<file path="src/design/stc_pkg.sv">
`timescale 1ns / 1ps

package stc_pkg;

   localparam int CHAR_W = 8;

   localparam logic [CHAR_W-1:0] SPACE_CHAR = 8'h20;
   localparam logic [CHAR_W-1:0] NUL_CHAR   = 8'h00;

   function automatic logic is_alnum(input logic [CHAR_W-1:0] b);
      is_alnum = (b >= 8'h30 && b <= 8'h39) || (b >= 8'h41 && b <= 8'h5A) ||
                 (b >= 8'h61 && b <= 8'h7A);
   endfunction

   function automatic logic [CHAR_W-1:0] to_lower(input logic [CHAR_W-1:0] b);
      if (b >= 8'h41 && b <= 8'h5A) begin
         to_lower = b + 8'h20;
      end else begin
         to_lower = b;
      end
   endfunction

endpackage

</file>
<file path="src/design/stc_ram.sv">
`timescale 1ns / 1ps

module stc_ram #(
   parameter int WIDTH = 8,
   parameter int DEPTH = 32,
   localparam int AW = (DEPTH > 1) ? $clog2(DEPTH) : 1
) (
   input  logic                  clock,
   input  logic                  wr_en,
   input  logic [AW-1:0]         wr_addr,
   input  logic [WIDTH-1:0]      wr_data,
   input  logic [AW-1:0]         rd_addr,
   output logic [WIDTH-1:0]      rd_data
);

   logic [WIDTH-1:0] mem_ff [DEPTH];
   logic [WIDTH-1:0] rd_data_ff;

   always_ff @(posedge clock) begin
      if (wr_en) begin
         mem_ff[wr_addr] <= wr_data;
      end
      rd_data_ff <= mem_ff[rd_addr];
   end

   assign rd_data = rd_data_ff;

endmodule

</file>
<file path="src/design/stc_front.sv">
`timescale 1ns / 1ps

module stc_front #(
   parameter int MAX_CHARS = 32,
   localparam int AW = (MAX_CHARS > 1) ? $clog2(MAX_CHARS) : 1,
   localparam int NW = $clog2(MAX_CHARS + 1)
) (
   input  logic                      clock,
   input  logic                      reset,
   input  logic                      req_valid,
   output logic                      req_ready,
   input  logic [stc_pkg::CHAR_W-1:0] req_char_in,
   input  logic                      req_last_in,
   output logic                      wr_en,
   output logic [AW-1:0]             wr_addr,
   output logic [stc_pkg::CHAR_W-1:0] wr_data,
   output logic                      job_push,
   output logic [NW-1:0]             job_n,
   output logic                      job_ovf,
   input  logic                      store_free
);

   logic [NW-1:0] count_ff, count_in;
   logic          dropped_ff, dropped_in;
   logic          hold_ff, hold_in;
   logic          accept, alnum, full;

   assign req_ready = !hold_ff;
   assign accept    = req_valid && req_ready;
   assign alnum     = stc_pkg::is_alnum(req_char_in);
   assign full      = (count_ff == NW'(MAX_CHARS));

   assign wr_en   = accept && alnum && !full;
   assign wr_addr = count_ff[AW-1:0];
   assign wr_data = stc_pkg::to_lower(req_char_in);

   assign job_push = accept && req_last_in;
   assign job_n    = wr_en ? count_ff + NW'(1) : count_ff;
   assign job_ovf  = dropped_ff || (accept && alnum && full);

   always_comb begin
      count_in   = count_ff;
      dropped_in = dropped_ff;
      hold_in    = hold_ff;
      if (store_free) begin
         hold_in = 1'b0;
      end
      if (accept) begin
         if (req_last_in) begin
            count_in   = '0;
            dropped_in = 1'b0;
            hold_in    = 1'b1;
         end else begin
            count_in   = job_n;
            dropped_in = job_ovf;
         end
      end
   end

   always_ff @(posedge clock) begin
      if (reset) begin
         count_ff   <= '0;
         dropped_ff <= 1'b0;
         hold_ff    <= 1'b0;
      end else begin
         count_ff   <= count_in;
         dropped_ff <= dropped_in;
         hold_ff    <= hold_in;
      end
   end

   ap_no_write_while_held: assert property (@(posedge clock) disable iff (reset)
      hold_ff |-> !wr_en)
      else $error("store written while a run holds it");

endmodule

</file>
<file path="src/design/stc_job_fifo.sv">
`timescale 1ns / 1ps

module stc_job_fifo #(
   parameter int WIDTH = 7
) (
   input  logic             clock,
   input  logic             reset,
   input  logic             push,
   input  logic [WIDTH-1:0] push_data,
   input  logic             pop,
   output logic             pop_valid,
   output logic [WIDTH-1:0] pop_data
);

   logic [WIDTH-1:0] mem_ff [2];
   logic             wr_ptr_ff, rd_ptr_ff;
   logic [1:0]       cnt_ff, cnt_in;

   assign pop_valid = (cnt_ff != 2'd0);
   assign pop_data  = mem_ff[rd_ptr_ff];

   always_comb begin
      cnt_in = cnt_ff;
      if (push && !(pop && pop_valid)) begin
         cnt_in = cnt_ff + 2'd1;
      end else if (!push && pop && pop_valid) begin
         cnt_in = cnt_ff - 2'd1;
      end
   end

   always_ff @(posedge clock) begin
      if (push) begin
         mem_ff[wr_ptr_ff] <= push_data;
      end
      if (reset) begin
         wr_ptr_ff <= 1'b0;
         rd_ptr_ff <= 1'b0;
         cnt_ff    <= 2'd0;
      end else begin
         if (push) begin
            wr_ptr_ff <= !wr_ptr_ff;
         end
         if (pop && pop_valid) begin
            rd_ptr_ff <= !rd_ptr_ff;
         end
         cnt_ff <= cnt_in;
      end
   end

   ap_no_overrun: assert property (@(posedge clock) disable iff (reset)
      (push && !pop) |-> (cnt_ff != 2'd2))
      else $error("job queue overrun");

endmodule

</file>
<file path="src/design/stc_back.sv">
`timescale 1ns / 1ps

module stc_back #(
   parameter int MAX_CHARS = 32,
   localparam int AW = (MAX_CHARS > 1) ? $clog2(MAX_CHARS) : 1,
   localparam int NW = $clog2(MAX_CHARS + 1)
) (
   input  logic                       clock,
   input  logic                       reset,
   input  logic                       job_valid,
   input  logic [NW-1:0]              job_n,
   input  logic                       job_ovf,
   output logic                       job_pop,
   output logic [AW-1:0]              rd_addr,
   input  logic [stc_pkg::CHAR_W-1:0] rd_data,
   output logic                       store_free,
   output logic                       rsp_valid,
   input  logic                       rsp_ready,
   output logic [stc_pkg::CHAR_W-1:0] rsp_char_out,
   output logic                       rsp_last_out,
   output logic                       rsp_empty_text,
   output logic                       rsp_overflow
);

   localparam int PW = NW + 1;

   localparam logic [2:0] ST_IDLE  = 3'd0;
   localparam logic [2:0] ST_EMPTY = 3'd1;
   localparam logic [2:0] ST_SQRT  = 3'd2;
   localparam logic [2:0] ST_DIV   = 3'd3;
   localparam logic [2:0] ST_READ  = 3'd4;
   localparam logic [2:0] ST_LOAD  = 3'd5;

   logic [2:0]    state_ff, state_in;
   logic [NW-1:0] n_ff, n_in;
   logic          ovf_ff, ovf_in;
   logic [NW-1:0] c_ff, c_in, r_ff, r_in, col_ff, col_in, row_ff, row_in;
   logic [PW-1:0] csq_ff, csq_in, rc_ff, rc_in, pos_ff, pos_in;
   logic          sep_ff, sep_in;

   logic                       rsp_valid_ff, rsp_valid_in;
   logic [stc_pkg::CHAR_W-1:0] rsp_char_ff, rsp_char_in;
   logic                       rsp_last_ff, rsp_last_in;
   logic                       rsp_empty_ff, rsp_empty_in;
   logic                       rsp_ovf_ff;
   logic                       out_free, out_load;
   logic                       last_row, last_col;

   assign out_free = !rsp_valid_ff || rsp_ready;
   assign rd_addr  = pos_ff[AW-1:0];
   assign last_row = (row_ff == r_ff - NW'(1));
   assign last_col = (col_ff == c_ff - NW'(1));

   always_comb begin
      state_in     = state_ff;
      n_in         = n_ff;
      ovf_in       = ovf_ff;
      c_in         = c_ff;
      r_in         = r_ff;
      col_in       = col_ff;
      row_in       = row_ff;
      csq_in       = csq_ff;
      rc_in        = rc_ff;
      pos_in       = pos_ff;
      sep_in       = sep_ff;
      job_pop      = 1'b0;
      store_free   = 1'b0;
      out_load     = 1'b0;
      rsp_char_in  = stc_pkg::SPACE_CHAR;
      rsp_last_in  = 1'b0;
      rsp_empty_in = 1'b0;
      unique case (state_ff)
         ST_IDLE: begin
            if (job_valid) begin
               job_pop  = 1'b1;
               n_in     = job_n;
               ovf_in   = job_ovf;
               c_in     = NW'(1);
               csq_in   = PW'(1);
               state_in = (job_n == '0) ? ST_EMPTY : ST_SQRT;
            end
         end
         ST_EMPTY: begin
            if (out_free) begin
               out_load     = 1'b1;
               rsp_char_in  = stc_pkg::NUL_CHAR;
               rsp_last_in  = 1'b1;
               rsp_empty_in = 1'b1;
               store_free   = 1'b1;
               state_in     = ST_IDLE;
            end
         end
         ST_SQRT: begin
            if (csq_ff < PW'(n_ff)) begin
               c_in   = c_ff + NW'(1);
               csq_in = csq_ff + (PW'(c_ff) << 1) + PW'(1);
            end else begin
               r_in     = NW'(1);
               rc_in    = PW'(c_ff);
               state_in = ST_DIV;
            end
         end
         ST_DIV: begin
            if (rc_ff < PW'(n_ff)) begin
               r_in  = r_ff + NW'(1);
               rc_in = rc_ff + PW'(c_ff);
            end else begin
               col_in   = '0;
               row_in   = '0;
               pos_in   = '0;
               sep_in   = 1'b0;
               state_in = ST_READ;
            end
         end
         ST_READ: begin
            state_in = ST_LOAD;
         end
         ST_LOAD: begin
            if (out_free) begin
               out_load = 1'b1;
               if (!sep_ff && pos_ff < PW'(n_ff)) begin
                  rsp_char_in = rd_data;
               end
               rsp_last_in = !sep_ff && last_row && last_col;
               state_in    = ST_READ;
               if (sep_ff) begin
                  sep_in = 1'b0;
                  row_in = '0;
                  pos_in = PW'(col_ff);
               end else if (last_row) begin
                  if (last_col) begin
                     store_free = 1'b1;
                     state_in   = ST_IDLE;
                  end else begin
                     col_in = col_ff + NW'(1);
                     sep_in = 1'b1;
                  end
               end else begin
                  row_in = row_ff + NW'(1);
                  pos_in = pos_ff + PW'(c_ff);
               end
            end
         end
         default: begin
            state_in = ST_IDLE;
         end
      endcase
      if (out_load) begin
         rsp_valid_in = 1'b1;
      end else if (rsp_ready) begin
         rsp_valid_in = 1'b0;
      end else begin
         rsp_valid_in = rsp_valid_ff;
      end
   end

   always_ff @(posedge clock) begin
      if (reset) begin
         state_ff     <= ST_IDLE;
         rsp_valid_ff <= 1'b0;
      end else begin
         state_ff     <= state_in;
         rsp_valid_ff <= rsp_valid_in;
      end
      n_ff   <= n_in;
      ovf_ff <= ovf_in;
      c_ff   <= c_in;
      r_ff   <= r_in;
      col_ff <= col_in;
      row_ff <= row_in;
      csq_ff <= csq_in;
      rc_ff  <= rc_in;
      pos_ff <= pos_in;
      sep_ff <= sep_in;
      if (out_load) begin
         rsp_char_ff  <= rsp_char_in;
         rsp_last_ff  <= rsp_last_in;
         rsp_empty_ff <= rsp_empty_in;
         rsp_ovf_ff   <= ovf_ff;
      end
   end

   assign rsp_valid      = rsp_valid_ff;
   assign rsp_char_out   = rsp_char_ff;
   assign rsp_last_out   = rsp_last_ff;
   assign rsp_empty_text = rsp_empty_ff;
   assign rsp_overflow   = rsp_ovf_ff;

   ap_grid_bounds: assert property (@(posedge clock) disable iff (reset)
      (state_ff == ST_LOAD) |-> (col_ff < c_ff && row_ff < r_ff))
      else $error("column or row index past the grid");

   ap_free_on_last: assert property (@(posedge clock) disable iff (reset)
      store_free |=> (rsp_valid_ff && rsp_last_ff))
      else $error("store released without a final item");

   ap_sqrt_done: assert property (@(posedge clock) disable iff (reset)
      (state_ff == ST_DIV) |-> (csq_ff >= PW'(n_ff)))
      else $error("column count too small");

endmodule

</file>
<file path="src/design/square_transposition_cipher.sv">
`timescale 1ns / 1ps
// After the last byte of a nonempty text: job queue, sqrt loop (c: columns),
// divide loop (r: rows), store read, load; then the first item is ready.
// Bytes: 1 per cycle while req_ready is high; each result: store read, load
// (store read port), held while rsp_ready is low. New bytes wait from the
// last byte until the final result is loaded. Reset: synchronous, active high;
// clears counts, flags and control state. Text store contents are not cleared.

module square_transposition_cipher #(
   parameter int MAX_CHARS = 32
) (
   input  logic                       clock,
   input  logic                       reset,
   input  logic                       req_valid,
   output logic                       req_ready,
   input  logic [stc_pkg::CHAR_W-1:0] req_char_in,
   input  logic                       req_last_in,
   output logic                       rsp_valid,
   input  logic                       rsp_ready,
   output logic [stc_pkg::CHAR_W-1:0] rsp_char_out,
   output logic                       rsp_last_out,
   output logic                       rsp_empty_text,
   output logic                       rsp_overflow
);

   localparam int AW = (MAX_CHARS > 1) ? $clog2(MAX_CHARS) : 1;
   localparam int NW = $clog2(MAX_CHARS + 1);

   logic                       wr_en;
   logic [AW-1:0]              wr_addr, rd_addr;
   logic [stc_pkg::CHAR_W-1:0] wr_data, rd_data;
   logic                       job_push, job_pop, job_valid, job_ovf, q_ovf;
   logic [NW-1:0]              job_n, q_n;
   logic                       store_free;

   stc_front #(.MAX_CHARS(MAX_CHARS)) u_front (
      .clock       (clock),
      .reset       (reset),
      .req_valid   (req_valid),
      .req_ready   (req_ready),
      .req_char_in (req_char_in),
      .req_last_in (req_last_in),
      .wr_en       (wr_en),
      .wr_addr     (wr_addr),
      .wr_data     (wr_data),
      .job_push    (job_push),
      .job_n       (job_n),
      .job_ovf     (job_ovf),
      .store_free  (store_free)
   );

   stc_ram #(.WIDTH(stc_pkg::CHAR_W), .DEPTH(MAX_CHARS)) u_store (
      .clock   (clock),
      .wr_en   (wr_en),
      .wr_addr (wr_addr),
      .wr_data (wr_data),
      .rd_addr (rd_addr),
      .rd_data (rd_data)
   );

   stc_job_fifo #(.WIDTH(NW + 1)) u_jobs (
      .clock     (clock),
      .reset     (reset),
      .push      (job_push),
      .push_data ({job_ovf, job_n}),
      .pop       (job_pop),
      .pop_valid (job_valid),
      .pop_data  ({q_ovf, q_n})
   );

   stc_back #(.MAX_CHARS(MAX_CHARS)) u_back (
      .clock          (clock),
      .reset          (reset),
      .job_valid      (job_valid),
      .job_n          (q_n),
      .job_ovf        (q_ovf),
      .job_pop        (job_pop),
      .rd_addr        (rd_addr),
      .rd_data        (rd_data),
      .store_free     (store_free),
      .rsp_valid      (rsp_valid),
      .rsp_ready      (rsp_ready),
      .rsp_char_out   (rsp_char_out),
      .rsp_last_out   (rsp_last_out),
      .rsp_empty_text (rsp_empty_text),
      .rsp_overflow   (rsp_overflow)
   );

endmodule

</file>
<file path="config.mk">
export PLATFORM = sky130hd
export DESIGN_NAME = square_transposition_cipher
export DESIGN_NICKNAME = d
export VERILOG_FILES = /design/src/design/stc_pkg.sv /design/src/design/stc_ram.sv /design/src/design/stc_front.sv /design/src/design/stc_job_fifo.sv /design/src/design/stc_back.sv /design/src/design/square_transposition_cipher.sv
export SDC_FILE = /design/constraint.sdc
export NUM_CORES = 1
export LEC_CHECK = 0
export BUFFER_PORTS_ARGS = -buffer_cell sky130_fd_sc_hd__buf_2
export CORE_ASPECT_RATIO = 1.5
export CORE_UTILIZATION = 50
export DETAILED_ROUTE_END_ITERATION = 10
export GPL_ROUTABILITY_DRIVEN = 0
export PLACE_DENSITY = 0.66
export SETUP_SLACK_MARGIN = 0.2
export SLEW_MARGIN = 15
export SYNTH_ARGS = -nofsm -noshare
export SYNTH_HDL_FRONTEND = slang
export SYNTH_HIERARCHICAL = 1
export SYNTH_SLANG_ARGS = --single-unit
</file>
<file path="constraint.sdc">
create_clock -name clock -period 10.3 [get_ports clock]
set_clock_uncertainty 0.1 [all_clocks]
set_input_delay 2.06 -clock clock [delete_from_list [all_inputs] [get_ports clock]]
set_output_delay 2.06 -clock clock [all_outputs]
set_load 0.02 [all_outputs]
</file>
# Yosys cells after proc, flatten, opt, wreduce, memory -nomap -nowiden
# Memories as Yosys holds them, arrays and structs flattened. A register that Yosys moved wholly into a read port is not among the register bits.
# Cells that the tools add are included.
[word_totals] output_inout_bits=13 ramBits=270 reg_bits=80 memories=2 in_bits=13
[mem_list] name="u_store.mem_ff" words=32 word_bits=8 read_ports=1 rd_ports_with_merged_regs=1 write_ports=1 line="stc_ram.sv:16" source="logic [WIDTH-1:0] mem_ff [DEPTH];"
[mem_list] name="u_jobs.mem_ff" words=2 word_bits=7 read_ports=1 rd_ports_with_merged_regs=1 write_ports=1 line="stc_job_fifo.sv:15" source="logic [WIDTH-1:0] mem_ff [2];"
[classes] reduce_logical=43 n_mux=75 addsub=14 n_eq_ne=19 order_cmp=9
[op_table] operator="6-bit two-way mux" count=15
[op_table] operator="7-bit two-way mux" count=8
[op_table] operator="6-bit one-hot mux with 2 select lines" count=4
[op_table] operator="7-bit one-hot mux with 2 select lines" count=3
[op_table] operator="6-bit by 1-bit adder with 6-bit output, second input constant" count=5
[op_table] operator="1-bit two-way mux" count=26
[op_table] operator="3-bit two-way mux" count=8
[op_table] operator="8-bit two-way mux" count=3
[op_table] operator="7-bit by 6-bit less-than comparator with 1-bit output" count=3
[op_table] operator="3-bit one-hot mux with 6 select lines" count=1
[op_table] operator="8-bit by 7-bit greater-or-equal comparator with 1-bit output, second input constant" count=2
[op_table] operator="8-bit by 7-bit less-or-equal comparator with 1-bit output, second input constant" count=2
[op_table] operator="8-bit one-hot mux with 2 select lines" count=1
[op_table] operator="1-bit logical AND" count=15
[op_table] operator="7-bit by 6-bit adder with 7-bit output" count=2
[op_table] operator="6-bit equality test" count=2
[op_table] operator="2-bit nonzero test" count=6
[op_table] operator="6-bit by 1-bit subtractor with 6-bit output, second input constant" count=2
[op_table] operator="2-bit by 1-bit inequality test with 1-bit output, second input constant" count=5
[op_table] operator="2-bit inequality test, second input constant" count=5
[op_table] operator="3-bit AND reduction" count=3
[op_table] operator="8-bit by 6-bit adder with 8-bit output, second input constant" count=1
[op_table] operator="8-bit by 6-bit greater-or-equal comparator with 1-bit output, second input constant" count=1
[op_table] operator="8-bit by 6-bit less-or-equal comparator with 1-bit output, second input constant" count=1
[op_table] operator="other kinds (20)" count=36

# Depth between registers and ports, before layout
[logic_depth] depth_word=10 mapped_depth=11 ltp_nobuf=11

# Hierarchy
# Netlist, hierarchy kept.
[by_module_without_submodules] mod="stc_ram" seq_area_each_um2=7847.5 cells_per_inst=417 area_each_um2=10053.4 instances=1
[by_module_without_submodules] mod="stc_back" seq_area_each_um2=2001.9 cells_per_inst=422 area_each_um2=4329.2 instances=1
[by_module_without_submodules] mod="stc_front" seq_area_each_um2=160.2 cells_per_inst=101 area_each_um2=852.1 instances=1
[by_module_without_submodules] mod="stc_job_fifo" seq_area_each_um2=520.5 cells_per_inst=47 area_each_um2=734.5 instances=1

# Worst setup path before layout
# OpenSTA, ideal clock, no wires.
[synth_path] kind="input -> register" from="in req_char_in[5] (netlist name)" to="mem u_store.mem_ff[0][0], enable pin" n_path_buf=2 stages=11 arrival_time_ps=4429 setup_slack_ps=5401 path_cell_list="inv_1 -> ha_1 -> nand4_1 -> o32ai_1 -> nand3_2 -> a21oi_4 -> nor2b_4 -> buf_6 -> or3b_2 -> clkbuf_1 -> nor2_1"
[synth_via] elab_chain_cells=8 elab_cells_between_ends=15
[synth_lines] item="from (decl)" line="square_transposition_cipher.sv:16" source="input logic [stc_pkg::CHAR_W-1:0] req_char_in,"
[synth_lines] item="8-bit by 6-bit greater-or-equal comparator with 1-bit output, or another cell as far along" line="stc_pkg.sv:11" source="is_alnum = (b >= 8'h30 && b <= 8'h39) || (b >= 8'h41 && b <= 8'h5A) ||"
[synth_lines] item="1-bit logical AND" line="stc_pkg.sv:11"
[synth_lines] item="1-bit logical OR" line="stc_pkg.sv:11"
[synth_lines] item="1-bit logical OR *" line="stc_pkg.sv:11"
[synth_lines] item="1-bit logical AND * (2 in a row)" line="stc_front.sv:33" source="assign wr_en = accept && alnum && !full;"
[synth_lines] item="named net wr_en" line="square_transposition_cipher.sv:29" source="logic wr_en;"
[synth_lines] item="1-bit two-way mux *" line="stc_ram.sv:20" source="if (wr_en) begin"
[synth_lines] item="1-bit two-way mux (implied by the code) *" line="stc_ram.sv:21" source="mem_ff[wr_addr] <= wr_data;"
[synth_lines] item="to (decl)" line="stc_ram.sv:16"
# The timed path passes the listed nets; every way through them passes the cells marked *.

# Worst setup path in the final report
[layout_path] from="in req_char_in[4] (netlist name)" to="mem u_store.mem_ff[9][5], enable pin"
# The elaborated chain is that of the path after synthesis.

==> summary.txt <==
Outcome
  • Status: finished clean

Worst setup path
  • CP startpoint kind: primary input
  • CP max FO: 36
  • CP Class: in -> reg
  • Critical path data arrival time: approximately 5500 ps
  • Crit end category: flop
  • Critical-path cell list: buf_2 -> nand4_1 -> o32ai_1 -> nand3_2 -> a21oi_4 -> nor2b_4 -> nand3b_1 -> nor2_1
  • CP required: 10350 ps
  • Max stage delay on crit path: about 760 ps
  • Crit-path slowest cell: nor2_1
  • Crit path buffers/inverters: 1
  • R2r setup slk: approximately 7000 ps
  • Cell family with the largest share of critical-path delay: simple AND/OR/NAND/NOR gates

Logic synthesis
  • Top FF cell, synth: edfxtp_1
  • Ys async rst share: 0%
  • Post-synthesis instance total: 987
  • Ys Warns: 6
  • Number of synthesized flops with an enable pin: 334
  • Register bit total from synthesis: 359
  • Register area share after synthesis: between 60 and 70%
  • Synth Cell Area: 16000 um^2
  • Synth Net Count: around 1000
  • Yosys cell types: 73
  • Mean Syn Cell Area: between 15 and 20 um^2

Power and ir drop
  • Flop pwr share: between 40% and 50%
  • Clock Power Share: 33.3%
  • Psw: 0.940 mW
  • Combinational share of power: 17.0%
  • Switching share of total power: about a quarter
  • P_leak: 5.85 nW
  • Pwr Density: 205 nW/um^2
  • Worst VDD drop: approximately 0.091 mV
  • Internal power: 2.62 mW

Place
  • Dpl hpwl: about 23000 um
  • Port Buf Inserts: 25
  • Placed cell areas: 16400 um^2
  • Setup WS pre-CTS: 4340 ps

STA
  • Final setup violating endpoints: 0
  • Achievable frequency: 185 MHz
  • Rel. slew slack: 31.9%
  • RSZ-0062 raised after global routing: no
  • Slew @ Worst Pin: a little over 1000 ps
  • Fin crit share: 52.6%
  • Final worst setup slack: between 4000 and 5000 ps
  • Setup TNS: 0 ps
  • Slew Limit Fails: 0
  • Final hold violation count: 0
  • Min Tclk post-route: 5420 ps

Drt
  • DR WL met2: 18300 um
  • Detailed Routing Iterations Pass 1: 7
  • Top Metal Used: met4
  • ANT nets after route: 0
  • DRC: 0
  • Metal3 WL: roughly 1400 um
  • Met1 Wirelength: 12400 um
  • DR iter-0 viols: 609
  • Drt wl/cell: 23.4 um
  • Drt via density: 5.85
  • Final wirelength: 33400 um
  • Vias: 8368

CTS
  • CTS tree: built
  • Clock transition at path regs: 60 ps
  • Clock sinks: 359
  • Post-CTS Setup Bufs: 0
  • Worst skew pair latency: roughly 520 ps
  • Clock buffer depth: 3
  • Num CTS Buffers: 34
  • H-tree depth: 2
  • Hold_buf cts: 0
  • Root buffer cell: clkbuf_16
  • Gates resized, CTS repair: 0

GRT
  • First-pass GRT wire length: just over 50000 um
  • Largest net degree at the start of global routing: 66
  • Initial antenna violation count: 0
  • GRT Total Usage: between 20% and 30%
  • Grt total ovfl: 0
  • Vias in the first global route: between 8000 and 9000

Floorplan
  • Initial Util: 51.1%
  • Ports: 26
  • Core area: 31200 um^2
  • Full die area: 32700 um^2
  • FP Rows: between 70 and 80
  • Die W: 148 um
  • Die H: 221 um

Layout
  • Antenna cells: 0
  • Share of layout cells above drive strength 1: between 10% and 20%
  • Nets@finish: 1062
  • Layout area overhead: 9.16%
  • Final instance area: 17400 um^2

Min path
  • Hold Path Class: reg -> reg

Job
  • Max-cap violation count: 0
-- cells in the mapped netlist (4+ instances only) --
| cell type | instances | area (um^2) |
|---|---|---|
| a21o_1 | 9 | 67.6 |
| a21oi_1 | 24 | 120 |
| a31o_1 | 4 | 35.0 |
| and2_1 | 4 | 25.0 |
| and3_1 | 8 | 50.1 |
| buf_1 | 5 | 18.8 |
| buf_2 | 4 | 20.0 |
| buf_4 | 22 | 165 |
| clkbuf_1 | 20 | 75.1 |
| dfxtp_1 | 25 | 500 |
| edfxtp_1 | 334 | 10000 |
| ha_1 | 42 | 526 |
| inv_1 | 32 | 120 |
| mux2_2 | 15 | 169 |
| mux4_2 | 80 | 1800 |
| nand2_1 | 42 | 158 |
| nand2b_1 | 7 | 43.8 |
| nand3_1 | 15 | 75.1 |
| nand3b_1 | 8 | 60.1 |
| nand4b_1 | 5 | 43.8 |
| nor2_1 | 96 | 360 |
| nor2b_1 | 14 | 87.6 |
| nor3_1 | 17 | 85.1 |
| nor4_1 | 4 | 25.0 |
| o21a_1 | 4 | 30.0 |
| o21ai_0 | 8 | 40.0 |
| o21ai_1 | 17 | 85.1 |
| xnor2_1 | 28 | 245 |
| xor2_1 | 18 | 158 |
-- area by class of cell --
class / count / area, um^2
Clock buffer: 43 / 947
Multi-Input combinational cell: 540 / 5020
Inverter: 34 / 128
Sequential cell: 359 / 10500
Fill cell: 2446 / 13800
Timing Repair Buffer: 35 / 200
Clock inverter: 14 / 103
Tap cell: 405 / 507
-- sequential cells by signal (all words and copies together) (netlist names), 2 cells and up, named ones only --
name and flops:
u_back/pos_ff 7, u_back/n_ff 6, u_back/rc_ff 7, u_jobs/cnt_ff 2, u_back/state_ff 3, u_store/rd_data 8
u_back/csq_ff 7, u_jobs/mem_ff 14, u_back/row_ff 6, u_back/c_ff 6, u_back/r_ff 6, u_front/count_ff 6
u_store/mem_ff 256, u_back/col_ff 6, u_back/rsp_char_out 8
-- placed cells by master, fill, tap and decap left out, types with 4 or more instances in the layout --
master,instances
clkbuf_16,36
and3_1,8
o21ai_0,7
dfxtp_1,25
o21ai_1,17
nor2b_1,14
buf_2,25
edfxtp_1,334
nand3_1,15
nor2_1,96
buf_4,10
nor4_1,4
a21o_1,9
nand4b_1,5
xor2_1,18
clkbuf_1,5
nand2_1,42
ha_1,42
nand3b_1,8
clkinv_1,4
xnor2_1,27
mux2_2,15
mux4_2,80
and2_1,4
clkinv_2,5
nand2b_1,7
a31o_1,4
a21oi_1,24
nor3_1,17
o21a_1,4
inv_1,32
-- path summary, 6_finish.rpt --
check | startpoint | to | depth (start not counted)
min | u_back/ovf_ff | u_back/rsp_overflow | 0
min reg2reg | u_back/ovf_ff | u_back/rsp_overflow | 0
max reg2reg | u_back/pos_ff[0] | u_store/rd_data[5] | 5
max | req_char_in[4] | u_store/mem_ff[9][5] | 8
-- layer usage --
metal	track usage [%]	vias up
li1	-	3842
met1	24.8	4226
met2	39.2	229
met3	2.74	71
met4	8.95	0
met5	0	-
-- per-stage QoR --
stage / utilization (%) / instances / power [mW] / hold slack (ps)
after CTS: 55.8 / 1430 / 3.60 / 372
final: 55.8 / 1430 / 3.57 / 354
after global routing: 55.8 / 1430 / 3.71 / 376
after detailed placement: 52.4 / 1373 / 2.41 / 357
after global placement: 52.4 / 1373 / 2.40 / 350
after floorplan: - / 987 / 2.25 / 300
-- power by group through the flow --
stage	sequential [mW]	clock (mW)	combinational, mW
2_1_floorplan	1.77	0	0.481
3_3_place_gp	1.80	0	0.596
3_5_place_dp	1.80	0	0.607
4_1_cts	1.77	1.21	0.611
5_1_grt	1.78	1.26	0.672
6_report	1.77	1.19	0.605
-- logic make-up after synthesis --
logic type      count (synthesis)  share of synthesized area [%]
flops                         359                           65.9
buf+inv                        88                           2.76
fa+ha+maj                      45                           3.67
mux                            99                           12.6
compound gates                101                           4.57
xor+xnor                       46                           2.52
simple gates                  249                           7.92
No activity file was read; power rests on OpenSTA's default activity.
